===== src/hw/rtl/assert_macros.svh =====
// Assertion macros shared by the blur RTL; they expect clk and rst_n in scope.
`ifndef ASSERT_MACROS_SVH
`define ASSERT_MACROS_SVH

// Condition must hold at every edge outside reset.
`define GB3_ASSERT(label, cond) \
  label: assert property (@(posedge clk) disable iff (!rst_n) (cond)) \
    else $error("gb3 check failed");

// When pre holds, post must hold at the same edge.
`define GB3_ASSERT_IMP(label, pre, post) \
  label: assert property (@(posedge clk) disable iff (!rst_n) (pre) |-> (post)) \
    else $error("gb3 check failed");

`endif


===== src/hw/rtl/gb3_queue.sv =====
// Short FIFO decoupling the classifying front end from the filter back end.
`include "assert_macros.svh"

module gb3_queue #(
  parameter int DEPTH = 4,
  parameter int W     = 8
) (
  input  logic                       clk,
  input  logic                       rst_n,
  input  logic                       push,
  input  logic [W-1:0]               push_data,
  input  logic                       pop,
  output logic [W-1:0]               pop_data,
  output logic                       not_empty,
  output logic [$clog2(DEPTH+1)-1:0] count
);
  localparam int PTR_W = (DEPTH > 1) ? $clog2(DEPTH) : 1;
  localparam int CNT_W = $clog2(DEPTH + 1);

  logic [W-1:0]     slot_r [DEPTH];
  logic [PTR_W-1:0] wr_ptr_r, rd_ptr_r;
  logic [CNT_W-1:0] count_r, count_nxt;

  always_comb begin
    unique case ({push, pop})
      2'b10:   count_nxt = count_r + CNT_W'(1);
      2'b01:   count_nxt = count_r - CNT_W'(1);
      default: count_nxt = count_r;
    endcase
  end

  always_ff @(posedge clk) begin
    if (!rst_n) begin
      wr_ptr_r <= '0;
      rd_ptr_r <= '0;
      count_r  <= '0;
    end else begin
      if (push) wr_ptr_r <= (wr_ptr_r == PTR_W'(DEPTH - 1)) ? '0 : wr_ptr_r + PTR_W'(1);
      if (pop)  rd_ptr_r <= (rd_ptr_r == PTR_W'(DEPTH - 1)) ? '0 : rd_ptr_r + PTR_W'(1);
      count_r <= count_nxt;
    end
  end

  always_ff @(posedge clk) begin
    if (push) slot_r[wr_ptr_r] <= push_data;
  end

  assign pop_data  = slot_r[rd_ptr_r];
  assign not_empty = (count_r != '0);
  assign count     = count_r;

  `GB3_ASSERT_IMP(a_no_overflow, push && !pop, count_r < CNT_W'(DEPTH))
  `GB3_ASSERT_IMP(a_no_underflow, pop, count_r != '0)

endmodule


===== config.mk =====
export PLATFORM = sky130hd
export DESIGN_NAME = gb3_queue
export DESIGN_NICKNAME = d
export VERILOG_FILES = /design/src/hw/rtl/gb3_queue.sv
export VERILOG_INCLUDE_DIRS = /design/src /design/src/hw/rtl
export SDC_FILE = /design/constraint.sdc
export NUM_CORES = 1
export LEC_CHECK = 0
export ABC_AREA = 0
export BUFFER_PORTS_ARGS = -buffer_cell sky130_fd_sc_hd__buf_2
export CORE_UTILIZATION = 55
export CTS_CLUSTER_SIZE = 25
export DETAILED_ROUTE_END_ITERATION = 16
export PLACE_DENSITY_LB_ADDON = 0.05
export SLEW_MARGIN = 20
export SYNTH_ARGS = -nofsm -noshare
export SYNTH_HDL_FRONTEND = slang
export SYNTH_SLANG_ARGS = --single-unit
export TNS_END_PERCENT = 20

===== constraint.sdc =====
create_clock -name clk -period 1.7 [get_ports clk]
set_clock_uncertainty 0.05 [all_clocks]
set_input_delay 0.17 -clock clk [delete_from_list [all_inputs] [get_ports clk]]
set_output_delay 0.17 -clock clk [all_outputs]
set_load 0.02 [all_outputs]

Yosys cells after proc, flatten, opt, wreduce, memory -nomap -nowiden
Memory sizes are Yosys's and may differ from the RTL's. A register that Yosys moved wholly into a read port is not among the register bits.
Cells that the tools add are included.
{"block": "word_totals", "mem_bits_rw": 32, "memories": 1, "wordCells": 21, "register_bits": 7, "output_inout_bits": 12, "in_bits": 12}
{"block": "op_classes", "eq_ne": 4, "add_sub_neg": 4, "n_mux": 7, "reduce_logical": 2}
{"memory": "slot_r", "depth": 4, "width": 8, "read_ports": 1, "rd_ports_with_merged_regs": 1, "write_ports": 1, "line": "gb3_queue.sv:20", "source": "logic [W-1:0] slot_r [DEPTH];"}
{"op": "2-bit 2-to-1 mux", "n": 4}
{"op": "2-bit == test, second input constant", "n": 3}
{"op": "3-bit case mux with 2 select lines", "n": 1}
{"op": "2-bit by 1-bit adder with 2-bit output, second input constant", "n": 2}
{"op": "3-bit by 1-bit adder with 3-bit output, second input constant", "n": 1}
{"op": "3-bit nonzero test", "n": 1}
{"op": "3-bit by 1-bit subtractor with 3-bit output, second input constant", "n": 1}
{"op": "2-bit by 1-bit == test with 1-bit output, second input constant", "n": 1}
{"op": "1-bit 2-to-1 mux", "n": 2}
{"op": "2-bit nonzero test", "n": 1}

Logic depth before layout (Yosys ltp)
{"block": "logic_depth", "word_depth": 4, "mapped_depth": 6, "mapped_depth_nobuf": 6}

Worst setup path before layout
Ideal clock, no wire load.
{"block": "synth_timing", "kind": "register -> register", "from": "register count_r[0], in the netlist count[0]", "to": "register count_r[2], in the netlist count[2]", "setup_slack_ns": 0.188, "setup_ns": 0.070, "required_time_ns": 1.580, "arrival_time_ns": 1.392, "path_buffers": 0, "stages_incl_launch_ff": 5, "period_less_slack_ns": 1.512, "path_cell_list": "dfxtp_1 fa_1 xnor2_1 or3_1 a21boi_1"}
{"block": "synth_via", "elab_chain_cells": 2, "word_cells_on_any_way": 3, "cone_classes": "add/sub (2); mux (1)"}
{"item": "from (decl)", "line": "gb3_queue.sv:22", "source": "logic [CNT_W-1:0] count_r, count_nxt;"}
{"item": "from (signal assigned)", "line": "gb3_queue.sv:40", "source": "count_r <= count_nxt;"}
{"item": "3-bit by 1-bit subtractor with 3-bit output / 3-bit by 1-bit adder with 3-bit output (equally long branches)", "line": "gb3_queue.sv:27, gb3_queue.sv:26"}
{"item": "3-bit case mux with 2 select lines *", "line": "gb3_queue.sv:25", "source": "unique case ({push, pop})"}
Every way passes the cells marked *; elsewhere a longest branch is shown, timed or not.
A chain may end at the register's enable or synchronous reset.

==> summary.md <==
| Metric | Value |
|---|---|
| Status | `finished with violations` |
| Failing checks | `setup timing` |
| Clock network fraction of design power | `30.6%` |
| Worst hold path type | `primary input to flop` |
| Worst hold slack | `0.0725 ns` |
| Post-CTS Setup Bufs | `0` |
| FMAX | `0.582 GHz` |
| CTS Root Cell | `clkbuf_4` |
| Placed Area | `1760 sq um` |
| RR Startpoint | `count[0]` |
| Sequential-to-total area share from yosys stat | `71.0%` |
| Die X | `56.0 um` |
| MaxCap Viol Count | `0` |
| Pre-antenna DRT Iters | `4` |
| CP Max Fanout | `8` |
| Worst setup path category | `flop to output pin` |
| H-Tree Depth | `2` |
| CTS Buf Count | `5` |
| Top-count cell post-synth | `edfxtp_1` |
| DIE AREA | `3140 sq um` |
| Fin area | `1970 sq um` |
| Via count | `828` |
| Switching power | `0.475 mW` |
| # DRC | `0` |
| Period utilisation layout | `101%` |
| Total global routing overflow | `0` |
| WHS Path Cells | `2` |
| Sw Ratio | `22.5%` |
| Area delta synth->final | `22.6%` |
| Post-route setup TNS | `-0.0968 ns` |
| Vias in the first global route | `923` |
| PwrDens | `1070 nW/um^2` |
| Row count | `19` |
| Post-synth top cells | `32 x edfxtp_1, 9 x dfxtp_1, 8 x mux4_2` |
| Hold EP | `wr_ptr_r[1]` |
| Synthesized area per cell | `19.1 sq um` |
| Synth area leaders | `edfxtp_1 60%, dfxtp_1 11%, mux4_2 11%` |
| CTS sink cnt | `41` |
| Worst Tran Pin Value | `0.431 ns` |
| Cell taking the most area after synthesis | `edfxtp_1` |
| Chip Height | `56.0 um` |
| Initial antenna violation count | `0` |
| WL per Instance | `15.9 um` |
| Syn Nets | `103` |
| Clock Latency Late Sink | `0.34 ns` |
| R2R Path End | `count[2]` |
| Clock Tree Buf Depth | `2` |
| Hold path startpoint | `rst_n` |
| Cell Area, Synth | `1610 sq um` |
| Largest stage delay, worst path | `0.51 ns` |
| #FFs+latches synth | `41` |
| Global-route wire length before repair | `4.10 mm` |
| Via density | `5.38` |
| Synth Warn # | `0` |
| Post-layout util | `71.4%` |
| Post-synth ARST share | `0%` |
| Min cycle time layout | `1.72 ns` |
| Detailed Place HPWL | `1.70 mm` |
| Post-synth EDFFs | `32` |
| CTS tree | `built` |
| Final WL | `2.44 mm` |
| Reg2Reg Depth | `4` |
| Post-DRT Antenna Nets | `0` |
| # setup viols final | `8` |
| Internal | `1.64 mW` |
| Leak | `0.736 nW` |
| IO Port Bufs | `23` |
| Ant diodes | `0` |
| Maximum vdd drop | `0.886 mV` |
| R2r setup slk | `0.21 ns` |
| CP cell instances | `buf_12, mux4_2, buf_6` |
| Slowest CP cell | `mux4_2` |
| Ports | `24` |
| Combinational share of power | `14.2%` |
| Initial Util | `58.3%` |
| Yosys top cell area share | `59.8%` |
| Data required, critical path | `1.48 ns` |
| Starting DRT DRC Count | `15` |
| Gate Count Post-Synth | `84` |
| Nets@finish | `141` |
| Share of cells above drive strength 1 | `33.3%` |
| Final hold viol count | `0` |
| Final WS setup | `-0.0181 ns` |
| Post-synth top flop | `edfxtp_1` |
| Pin count of the biggest net entering global routing | `13` |
| Crit path launch type | `flop` |
| Core Box Area | `2760 sq um` |
| CP endpoint kind | `output pin` |
| Slew headroom | `71.3%` |
| Max Slew Vio Count | `0` |
| Sequential cell fraction of total power | `55.2%` |
| Yosys cell types | `18` |
| GR Util All Layers | `18.3%` |
| RSZ-0062 raised after global routing | `true` |
| Worst path arrival time | `1.50 ns` |
| Worst-path clk slew | `0.12 ns` |
| Placer Congestion | `0.664` |
-- placed cells by master (no fill, tap or decap), types with 3 or more instances in the layout --
cell	n
buf_2	18
dlygate4sd3_1	8
ha_1	6
clkbuf_4	5
and2_1	5
nor2b_1	5
mux4_2	8
edfxtp_1	32
dfxtp_1	8
inv_1	3
buf_6	5
mux2i_1	3
-- worst max path at each step --
stage | startpoint | endpoint | slack, ns | depth (start not counted)
after floorplan | count[0] | count[2] | 0.19 | 4
after global placement | push | count[2] | 0.11 | 7
after detailed placement | push | count[2] | 0.06 | 7
after CTS | flop | pop_data[3] | -0.06 | 3
after global routing | flop | pop_data[7] | -0.1 | 3
final | flop | pop_data[0] | -0.02 | 3
-- routing by layer --
| metal | vias up | track usage [%] | routed length (um) |
|---|---|---|---|
| met5 | - | 0 | 0 |
| met4 | 0 | 9.41 | 13 |
| met3 | 2 | 4.88 | 107 |
| met2 | 21 | 30.6 | 1330 |
| met1 | 403 | 21.7 | 991 |
| li1 | 402 | - | - |
-- critical path, delay by kind of cell, from the launching register on --
kind	cells	cell delay (ns)
DFF	1	0.36
muxes	1	0.51
buffers and inverters	2	0.29
-- registers in the layout, indices dropped and copies added (netlist names), named ones only --
register / cells
wr_ptr_r: 2
rd_ptr_r: 2
slot_r: 32
count: 3
-- stage by stage --
| step | setup WS (ns) | power (mW) | instances |
|---|---|---|---|
| floorplan | 0.188 | 1.36 | 84 |
| global placement | 0.115 | 1.44 | 138 |
| detailed placement | 0.0589 | 1.45 | 138 |
| CTS | -0.0646 | 2.13 | 154 |
| global route | -0.0961 | 2.21 | 154 |
| finish | -0.0181 | 2.11 | 154 |
-- power by group through the flow --
| stage | logic, mW | clock network [mW] | registers, mW |
|---|---|---|---|
| after floorplan | 0.171 | 0 | 1.19 |
| after global placement | 0.257 | 0 | 1.18 |
| after detailed placement | 0.265 | 0 | 1.19 |
| after CTS | 0.295 | 0.667 | 1.17 |
| after global routing | 0.327 | 0.708 | 1.17 |
| final | 0.301 | 0.646 | 1.16 |
-- logic make-up after synthesis --
family | count (synthesis) | synth area share (%)
flops | 41 | 71.0
simple gates | 14 | 5.61
mux | 11 | 13.1
fa+ha+maj | 7 | 5.92
buf+inv | 5 | 1.71
compound gates | 4 | 1.56
xor+xnor | 2 | 1.09
-- cell type report --
cell class / instances / area, sq um
multi-input combinational: 38 / 438
sequential: 41 / 1140
timing repair buffer: 33 / 254
clock inverter: 1 / 30.0
fill: 179 / 788
inverter: 3 / 11.3
tap: 31 / 38.8
clock buffer: 7 / 55.1
-- timing repair --
action,4_1_cts,5_1_grt
endpoints found under the setup margin,8,8
cloned,0,0
resized for setup,9,5
endpoints found under the hold margin,32,0
hold buffers,8,0
Note: power is estimated with default switching activity, not from simulation.
