### src/hw/rtl/assert_macros.svh
// Assertion macros shared by the blur RTL; they expect clk and rst_n in scope.
`ifndef ASSERT_MACROS_SVH
`define ASSERT_MACROS_SVH

// Condition must hold at every edge outside reset.
`define GB3_ASSERT(label, cond) \
  label: assert property (@(posedge clk) disable iff (!rst_n) (cond)) \
    else $error("gb3 check failed");

// When pre holds, post must hold at the same edge.
`define GB3_ASSERT_IMP(label, pre, post) \
  label: assert property (@(posedge clk) disable iff (!rst_n) (pre) |-> (post)) \
    else $error("gb3 check failed");

`endif

### src/hw/rtl/gb3_pkg.sv
// Shared types and constants of the 3x3 gaussian blur.
package gb3_pkg;

  localparam int SAMPLE_W    = 8;
  localparam int CFG_DATA_W  = 16;
  localparam int CFG_IDX_W   = 3;
  localparam int GEOM_W      = 13;
  localparam int CHAN_W      = 3;
  localparam int WEIGHT_W    = 16;
  localparam int HEIGHT_LIMIT = 4096;
  localparam int QUEUE_DEPTH = 4;

  // Configuration register indexes
  localparam logic [CFG_IDX_W-1:0] CFG_IMAGE_WIDTH   = 3'd0;
  localparam logic [CFG_IDX_W-1:0] CFG_IMAGE_HEIGHT  = 3'd1;
  localparam logic [CFG_IDX_W-1:0] CFG_CHANNEL_COUNT = 3'd2;
  localparam logic [CFG_IDX_W-1:0] CFG_MAX_VALUE     = 3'd3;
  localparam logic [CFG_IDX_W-1:0] CFG_WEIGHT_CENTER = 3'd4;
  localparam logic [CFG_IDX_W-1:0] CFG_WEIGHT_EDGE   = 3'd5;
  localparam logic [CFG_IDX_W-1:0] CFG_WEIGHT_CORNER = 3'd6;

  // Classification of one item, decided in the front end
  typedef struct packed {
    logic emit;
    logic row_last;
    logic frame_last;
  } gb3_tag_t;

  // Geometry after clamping to the supported range
  typedef struct packed {
    logic [GEOM_W-1:0] width;
    logic [GEOM_W-1:0] height;
    logic [CHAN_W-1:0] channels;
  } gb3_geom_t;

  typedef struct packed {
    logic [SAMPLE_W-1:0] max_value;
    logic [WEIGHT_W-1:0] w_center;
    logic [WEIGHT_W-1:0] w_edge;
    logic [WEIGHT_W-1:0] w_corner;
  } gb3_kernel_t;

endpackage

### src/hw/rtl/gb3_front.sv
// Front end: raster position tracking and classification of each item.
`include "assert_macros.svh"

module gb3_front #(
  parameter int MAX_WIDTH    = 4096,
  parameter int MAX_CHANNELS = 4
) (
  input  logic                                             clk,
  input  logic                                             rst_n,
  input  logic                                             in_fire,
  input  logic [gb3_pkg::SAMPLE_W-1:0]                     in_sample,
  input  logic                                             in_frame_start,
  input  gb3_pkg::gb3_geom_t                               geom,
  output logic                                             push_valid,
  output logic [gb3_pkg::SAMPLE_W-1:0]                     push_sample,
  output logic [$clog2((MAX_WIDTH+2)*MAX_CHANNELS)-1:0]    push_col,
  output logic [((MAX_CHANNELS > 1) ? $clog2(MAX_CHANNELS) : 1)-1:0] push_ch,
  output gb3_pkg::gb3_tag_t                                push_tag,
  output logic [1:0]                                       inflight
);
  import gb3_pkg::*;

  localparam int LINE_DEPTH = (MAX_WIDTH + 2) * MAX_CHANNELS;
  localparam int COL_W      = $clog2(LINE_DEPTH);
  localparam int RL_W       = $clog2(LINE_DEPTH + 1);
  localparam int CH_W       = (MAX_CHANNELS > 1) ? $clog2(MAX_CHANNELS) : 1;
  localparam int ROW_W      = GEOM_W;
  localparam int RLF_W      = GEOM_W + 1 + CHAN_W;
  localparam int XW         = (COL_W > GEOM_W + 1) ? COL_W : GEOM_W + 1;
  // divide by three as multiply by a rounded-up reciprocal; exact for col < 2^COL_W
  localparam int RECIP_SH   = COL_W + 2;
  localparam int RECIP_W    = RECIP_SH - 1;
  localparam logic [RECIP_W-1:0] RECIP3 = RECIP_W'(((1 << RECIP_SH) + 2) / 3);
  localparam int PROD_W     = COL_W + RECIP_W;

  // position state
  logic [COL_W-1:0] col_r, col_nxt, col_cur;
  logic [ROW_W-1:0] row_r, row_nxt, row_cur;
  logic [RLF_W-1:0] row_len_full;
  logic [RL_W-1:0]  row_len;
  logic             col_wrap, row_wrap;

  // stage a: position known
  logic                a_v_r;
  logic [SAMPLE_W-1:0] a_sample_r;
  logic [COL_W-1:0]    a_col_r;
  logic [ROW_W-1:0]    a_row_r;
  logic [PROD_W-1:0]   prod3;
  logic [COL_W-1:0]    x3, x_a;

  // stage b: pixel column known
  logic                b_v_r;
  logic [SAMPLE_W-1:0] b_sample_r;
  logic [COL_W-1:0]    b_col_r;
  logic [ROW_W-1:0]    b_row_r;
  logic [COL_W-1:0]    b_x_r;
  logic [COL_W-1:0]    xc, ch_full;
  logic                emit, row_end;

  assign row_len_full = (RLF_W'(geom.width) + RLF_W'(2)) * RLF_W'(geom.channels);
  assign row_len      = RL_W'(row_len_full);

  assign col_cur  = in_frame_start ? '0 : col_r;
  assign row_cur  = in_frame_start ? '0 : row_r;
  assign col_wrap = ((RL_W+1)'(col_cur) + (RL_W+1)'(1)) >= (RL_W+1)'(row_len);
  assign row_wrap = ((ROW_W+1)'(row_cur) + (ROW_W+1)'(1)) >=
                    ((ROW_W+1)'(geom.height) + (ROW_W+1)'(2));
  assign col_nxt  = col_wrap ? '0 : col_cur + COL_W'(1);
  assign row_nxt  = !col_wrap ? row_cur : (row_wrap ? '0 : row_cur + ROW_W'(1));

  always_ff @(posedge clk) begin
    if (!rst_n) begin
      col_r <= '0;
      row_r <= '0;
      a_v_r <= 1'b0;
      b_v_r <= 1'b0;
    end else begin
      if (in_fire) begin
        col_r <= col_nxt;
        row_r <= row_nxt;
      end
      a_v_r <= in_fire;
      b_v_r <= a_v_r;
    end
  end

  always_ff @(posedge clk) begin
    a_sample_r <= in_sample;
    a_col_r    <= col_cur;
    a_row_r    <= row_cur;
    b_sample_r <= a_sample_r;
    b_col_r    <= a_col_r;
    b_row_r    <= a_row_r;
    b_x_r      <= x_a;
  end

  // pixel column = col / channels
  assign prod3 = PROD_W'(a_col_r) * PROD_W'(RECIP3);
  assign x3    = COL_W'(prod3 >> RECIP_SH);

  always_comb begin
    unique case (geom.channels)
      3'd1:    x_a = a_col_r;
      3'd2:    x_a = a_col_r >> 1;
      3'd3:    x_a = x3;
      default: x_a = a_col_r >> 2;
    endcase
  end

  // channel = col - x * channels
  always_comb begin
    unique case (geom.channels)
      3'd1:    xc = b_x_r;
      3'd2:    xc = b_x_r << 1;
      3'd3:    xc = (b_x_r << 1) + b_x_r;
      default: xc = b_x_r << 2;
    endcase
  end
  assign ch_full = b_col_r - xc;

  assign emit = (b_row_r >= ROW_W'(2)) &&
                ((ROW_W+1)'(b_row_r) <= (ROW_W+1)'(geom.height) + (ROW_W+1)'(1)) &&
                (b_x_r >= COL_W'(2)) &&
                (XW'(b_x_r) <= XW'(geom.width) + XW'(1)) &&
                (RL_W'(b_col_r) < row_len);
  assign row_end = (XW'(b_x_r) == XW'(geom.width) + XW'(1)) &&
                   (ch_full == COL_W'(geom.channels) - COL_W'(1));

  assign push_valid          = b_v_r;
  assign push_sample         = b_sample_r;
  assign push_col            = b_col_r;
  assign push_ch             = CH_W'(ch_full);
  assign push_tag.emit       = emit;
  assign push_tag.row_last   = row_end;
  assign push_tag.frame_last = row_end &&
                               ((ROW_W+1)'(b_row_r) == (ROW_W+1)'(geom.height) + (ROW_W+1)'(1));
  assign inflight            = {1'b0, a_v_r} + {1'b0, b_v_r};

  `GB3_ASSERT_IMP(a_chan_in_range, b_v_r, ch_full < COL_W'(geom.channels))

endmodule

### config.mk
export PLATFORM = sky130hd
export DESIGN_NAME = gb3_front
export DESIGN_NICKNAME = d
export VERILOG_FILES = /design/src/hw/rtl/gb3_pkg.sv /design/src/hw/rtl/gb3_front.sv
export VERILOG_INCLUDE_DIRS = /design/src /design/src/hw/rtl
export SDC_FILE = /design/constraint.sdc
export NUM_CORES = 1
export LEC_CHECK = 0
export BUFFER_PORTS_ARGS = -buffer_cell sky130_fd_sc_hd__buf_2
export CORE_MARGIN = 1.5
export CORE_UTILIZATION = 50
export CTS_BUF_LIST = sky130_fd_sc_hd__clkbuf_16
export DETAILED_ROUTE_END_ITERATION = 10
export PLACE_DENSITY = 0.7
export SLEW_MARGIN = 40
export SYNTH_ARGS = -nofsm -noshare
export SYNTH_HDL_FRONTEND = slang
export SYNTH_SLANG_ARGS = --single-unit
### constraint.sdc
create_clock -name clk -period 6.8 [get_ports clk]
set_input_delay 1.36 -clock clk [delete_from_list [all_inputs] [get_ports clk]]
set_output_delay 1.36 -clock clk [all_outputs]
set_load 0.005 [all_outputs]
* Yosys cells after proc, flatten, opt, wreduce, memory -nomap -nowiden
Index checks and enable logic that the tools add are counted.
** Storage, ports and cells
- Bits in registers :: 117
- Input port bits :: 41
- Output and inout port bits :: 31
- Logic and storage cells :: 51
** Cells by class
- $add $sub $neg :: 12
- Multiply operators :: 2
- $lt $le $gt $ge :: 7
- Equal/unequal tests :: 6
- Multiplexer cells :: 7
- Reductions and logical operators :: 6
** Operators with widths (number)
- 15-bit case mux with 3 select lines :: 2
- 13-bit by 1-bit adder with 14-bit output (second input constant) :: 3
- 13-bit two-way mux :: 3
- 15-bit by 16-bit multiplier with 31-bit output (second input constant) :: 1
- 15-bit two-way mux :: 2
- 13-bit by 2-bit adder with 14-bit output (second input constant) :: 2
- 15-bit by 1-bit adder with 16-bit output (second input constant) :: 1
- 16-bit by 15-bit greater-or-equal comparator with 1-bit output :: 1
- 15-bit by 1-bit adder with 15-bit output (second input constant) :: 1
- 15-bit adder :: 1
- 15-bit by 14-bit == test with 1-bit output :: 1
- 15-bit == test :: 1
- 15-bit by 2-bit greater-or-equal comparator with 1-bit output (second input constant) :: 1
- 15-bit <= comparator :: 1
- 15-bit less-than comparator :: 1
- 14-bit by 3-bit multiplier with 15-bit output :: 1
- 15-bit subtractor :: 1
- 13-bit by 14-bit == test with 1-bit output :: 1
- 14-bit greater-or-equal comparator :: 1
- 13-bit by 14-bit <= comparator with 1-bit output :: 1
- 13-bit by 1-bit adder with 13-bit output (second input constant) :: 1
- 13-bit by 2-bit greater-or-equal comparator with 1-bit output (second input constant) :: 1
- 3-bit by 2-bit == test with 1-bit output (second input constant) :: 2
- 1-bit logical AND :: 6
- 3 further kinds :: 3

* Logic depth before layout (Yosys ltp)
- Depth after elaboration :: 6
- Gate-level depth with buffers :: 27
- Mapped depth without buffers :: 25

* Least setup slack after synthesis
Ideal clock, no wire load.
- Path kind :: input-to-output
- From :: input port geom[2] in the netlist's numbering
- To :: output port push_tag[2] in the netlist's numbering
- Arrival :: 5.613 ns
- Required time :: 5.440 ns
- Path slack :: -0.173 ns
- Stages :: 23
- Buffers on the path :: 3
- Path through :: buf_4 clkbuf_1 nand2_1 fa_1 inv_1 ha_1 fa_1 a21o_1 a21oi_1 o21bai_1 a211o_1 a31oi_1 o21bai_1 a2111oi_0 nor2_1 xnor2_1 ha_1 nand4_1 nor2_1 nor2_1 o2111ai_1 nor4_1 buf_4
** On the way
- Cells in the longest elaborated chain, start to end :: 3
** RTL lines
- start: declaration :: RTL line gb3_front.sv:13 : input gb3_pkg::gb3_geom_t geom,
- 14-bit by 3-bit multiplier with 15-bit output :: RTL line gb3_front.sv:60 : assign row_len_full = (RLF_W'(geom.width) + RLF_W'(2)) * RLF_W'(geom.channels);
- 15-bit less-than comparator :: RTL line gb3_front.sv:125 : (RL_W'(b_col_r) < row_len);
- 1-bit logical AND :: RTL line gb3_front.sv:124 : (XW'(b_x_r) <= XW'(geom.width) + XW'(1)) &&
- end: declaration :: RTL line gb3_front.sv:18 : output gb3_pkg::gb3_tag_t push_tag,
Every way passes these cells.

==> out/metrics.cfg <==
[final_layout]
diodes = 0
final_nets = 1939
drive_above_1_share = 0.158
syn2layout_area_growth_pct = 18.1
fin_area_um2 = 14900
nFillCells = 2167

[synthesis]
avgSynthCellArea_um2 = 8.84
synthTopCellsByCount = ha_1 (244), inv_1 (152), dfxtp_1 (117)
yosysMostFrequentCell = ha_1
yosysSeqAreaShare = 0.185
ys.flop_type = dfxtp_1
yosys.area.top_type_share = 0.242
yosys.area.top_type = ha_1
netlist_instances = 1428
synthDistinctLibCells = 61
syn_area_um2 = 12600
syn-num-nets = 1786
ys_ff_latch = 117
synth-async-reset-ratio = 0
synth_edf_count = 0
ys_warn_count = 0
synthTopCellsByArea = ha_1 (24%), dfxtp_1 (19%), fa_1 (12%)

[cts]
path_clk_slew_ns = 0.06
cts_buffer_depth = 2
h-tree-depth = 4
cts_hold_buf = 0
cts_sinks = 117
cts_tree = yes
cts_inserted_buffers = 17
root_buffer = clkbuf_16
clk_latency_ns = 0.42

[setup_path]
critPathCaptureType = primary output
r2r-start = a_col_r[11]
worstPathArrival_ns = 5.56
crit_slowest_cell = fa_1
crit_path_max_incr_delay_ns = 0.48
criticalPathCategory = in -> out
rr_worst_depth = 19
critPathMaxFanout = 3
r2r_slack_ns = 0.72
start_kind = primary input
r2r-end = b_x_r[11]
worst_ep_required_time_ns = 5.44
path_cells = buf_2 -> ha_4 -> nand2_2 -> fa_1 -> inv_1 -> ha_2 -> fa_2 -> a21o_1 -> a21oi_2 -> o21bai_1 -> a211o_1 -> a31oi_2 -> o21bai_1 -> a21oi_1 -> xor2_1 -> ha_1 -> a21oi_1 -> nor2b_1 -> o21ai_0 -> o2111ai_1 -> nor4_1 -> buf_2

[routing]
drt_iter0_markers = 726
first_pass_iters = 6
via_per_inst = 5.60
wl_um = 32800
via_count = 10700
drc = 0
wire_per_inst_um = 17.1
ant_nets = 0

[timing]
finalHoldViolations = 0
slew_headroom = 0.491
fmax_mhz = 145
setup_viol = 1
timing.final.ws_setup_ns = -0.118
period_needed_ns = 6.92
worstMarginPinSlew_ns = 0.756
rsz0062_at_grt = yes
finalCritPeriodShare = 1.02
final-max-slew-violation-count = 0
clock_skew_ns = 0.00792

[floorplanning]
die_w_um = 162
io_pins = 72
die_h_um = 162
row_count = 57
die-area_um2 = 26200
coreArea_um2 = 24500
initial_utilization = 0.515

[flow_run]
cap_violations = 0

[worst_hold_path]
holdPathEnd = push_sample[2]
hold_path.startpoint = a_sample_r[2]
hold_path.class = reg -> reg
holdPathStages = 0

[power]
pwr-share-seq = 0.321
pwr-share-comb = 0.250
switchingPower_uw = 648
pwr-share-clk = 0.429
peakVddDrop_mv = 0.161
sw_frac_of_total = 0.297
p_per_area_nw_per_um2 = 146
p_int_uw = 1540
power.total_uw = 2180
p_leak_uw = 0.00772

[global_route]
first_global_vias = 10700
grt_start_max_net_pins = 39
antenna_found_initial = 0
grt_overflow_total = 0
grt_pass1_wl_um = 53300
grtUsageTotal = 0.257

[placed_design]
portBuffers = 71
dp_slack_ns = -0.406
finalWeightedCongestion = 0.924
dp_hpwl_um = 26900
placed_area_um2 = 13900

[run_status]
outcome = finished with violations
violations = negative setup slack

[registers in the layout (all words and copies together) (netlist names)]
name         count
col_r           15
row_r           13
a_col_r         15
a_row_r         13
b_x_r           15
push_sample      8
push_col        15
b_row_r         13
push_valid       1
a_sample_r       8
a_v_r            1
[worst max-delay path, delay by kind of cell]
family / cells / cell delay [ns]
xor+xnor: 1 / 0.24
buf+inv: 3 / 0.33
simple gates: 3 / 0.35
fa+ha+maj: 5 / 1.61
compound gates: 10 / 1.68
[final cells by class]
cell class                      instances  area (um2)  area share
Inverter                              152         573      0.0384
Clock inverter                         15         194      0.0130
Clock buffer                           17         425      0.0285
Timing Repair Buffer                  171        1150      0.0771
Tap cell                              324         405      0.0272
Multi-Input combinational cell       1122        9820       0.659
Sequential cell                       117        2340       0.157
[cell usage in the layout, fill, tap and decap left out, types with 6 or more instances in the layout]
| master | instances |
|---|---|
| a21oi_1 | 55 |
| nor2_1 | 65 |
| inv_6 | 6 |
| ha_1 | 237 |
| or3_1 | 9 |
| o21a_1 | 10 |
| buf_2 | 71 |
| inv_1 | 151 |
| xnor2_1 | 61 |
| nor4_1 | 7 |
| nand4_1 | 23 |
| dfxtp_1 | 115 |
| nand3_1 | 49 |
| o211ai_1 | 7 |
| clkbuf_16 | 17 |
| a22oi_1 | 8 |
| a22o_1 | 9 |
| a21o_1 | 29 |
| and3_1 | 16 |
| nor3_1 | 12 |
| a21boi_0 | 20 |
| a222oi_1 | 11 |
| nand2b_1 | 26 |
| nand2_1 | 102 |
| o21ai_0 | 57 |
| buf_4 | 93 |
| nor2b_1 | 39 |
| a221oi_1 | 9 |
| and2_1 | 8 |
| a211oi_1 | 10 |
| fa_1 | 72 |
| xor2_1 | 59 |
| o21ai_1 | 14 |
[cell families after synthesis]
kind of cell,share of synthesized area
flops,0.185
mux,0.00248
fa+ha+maj,0.357
xor+xnor,0.0874
buf+inv,0.0572
simple gates,0.154
compound gates,0.156
[worst max path at each step]
stage,startpoint,end,slack [ns],cells past startpoint
after floorplan,geom[2],push_tag[2],0.004,23
after global placement,geom[17],push_tag[2],-0.34,23
after detailed placement,geom[17],push_tag[2],-0.41,23
after CTS,geom[17],push_tag[2],-0.28,23
after global routing,geom[17],push_tag[2],-0.39,24
final,geom[18],push_tag[2],-0.12,22
[power groups by stage]
stage          clock, uW  combinational (uW)  sequential (uW)
2_1_floorplan          0                 303              714
5_1_grt              984                 603              701
4_1_cts              950                 514              700
3_5_place_dp           0                 497              715
6_report             937                 546              700
3_3_place_gp           0                 486              715
[per-stage QoR]
step	util	hold slack, ns	TNS (ns)	std cells
after floorplan	-	0.310	0	1428
after detailed placement	0.567	0.312	-0.452	1871
after global placement	0.567	0.310	-0.339	1871
final	0.608	0.324	-0.118	1918
after global routing	0.608	0.327	-0.418	1918
after CTS	0.596	0.325	-0.281	1909
[routing by layer]
layer	routed length (um)	GRT usage
met5	0	0
met3	1520	0.0312
met1	15100	0.344
met4	1270	0.107
met2	14900	0.419
[timing repair]
item	CTS	global route
setup endpoints to repair	2	3
resized for setup	9	50
pin swaps	10	17
setup buffers	6	9
No activity file was read; power rests on OpenSTA's default activity.
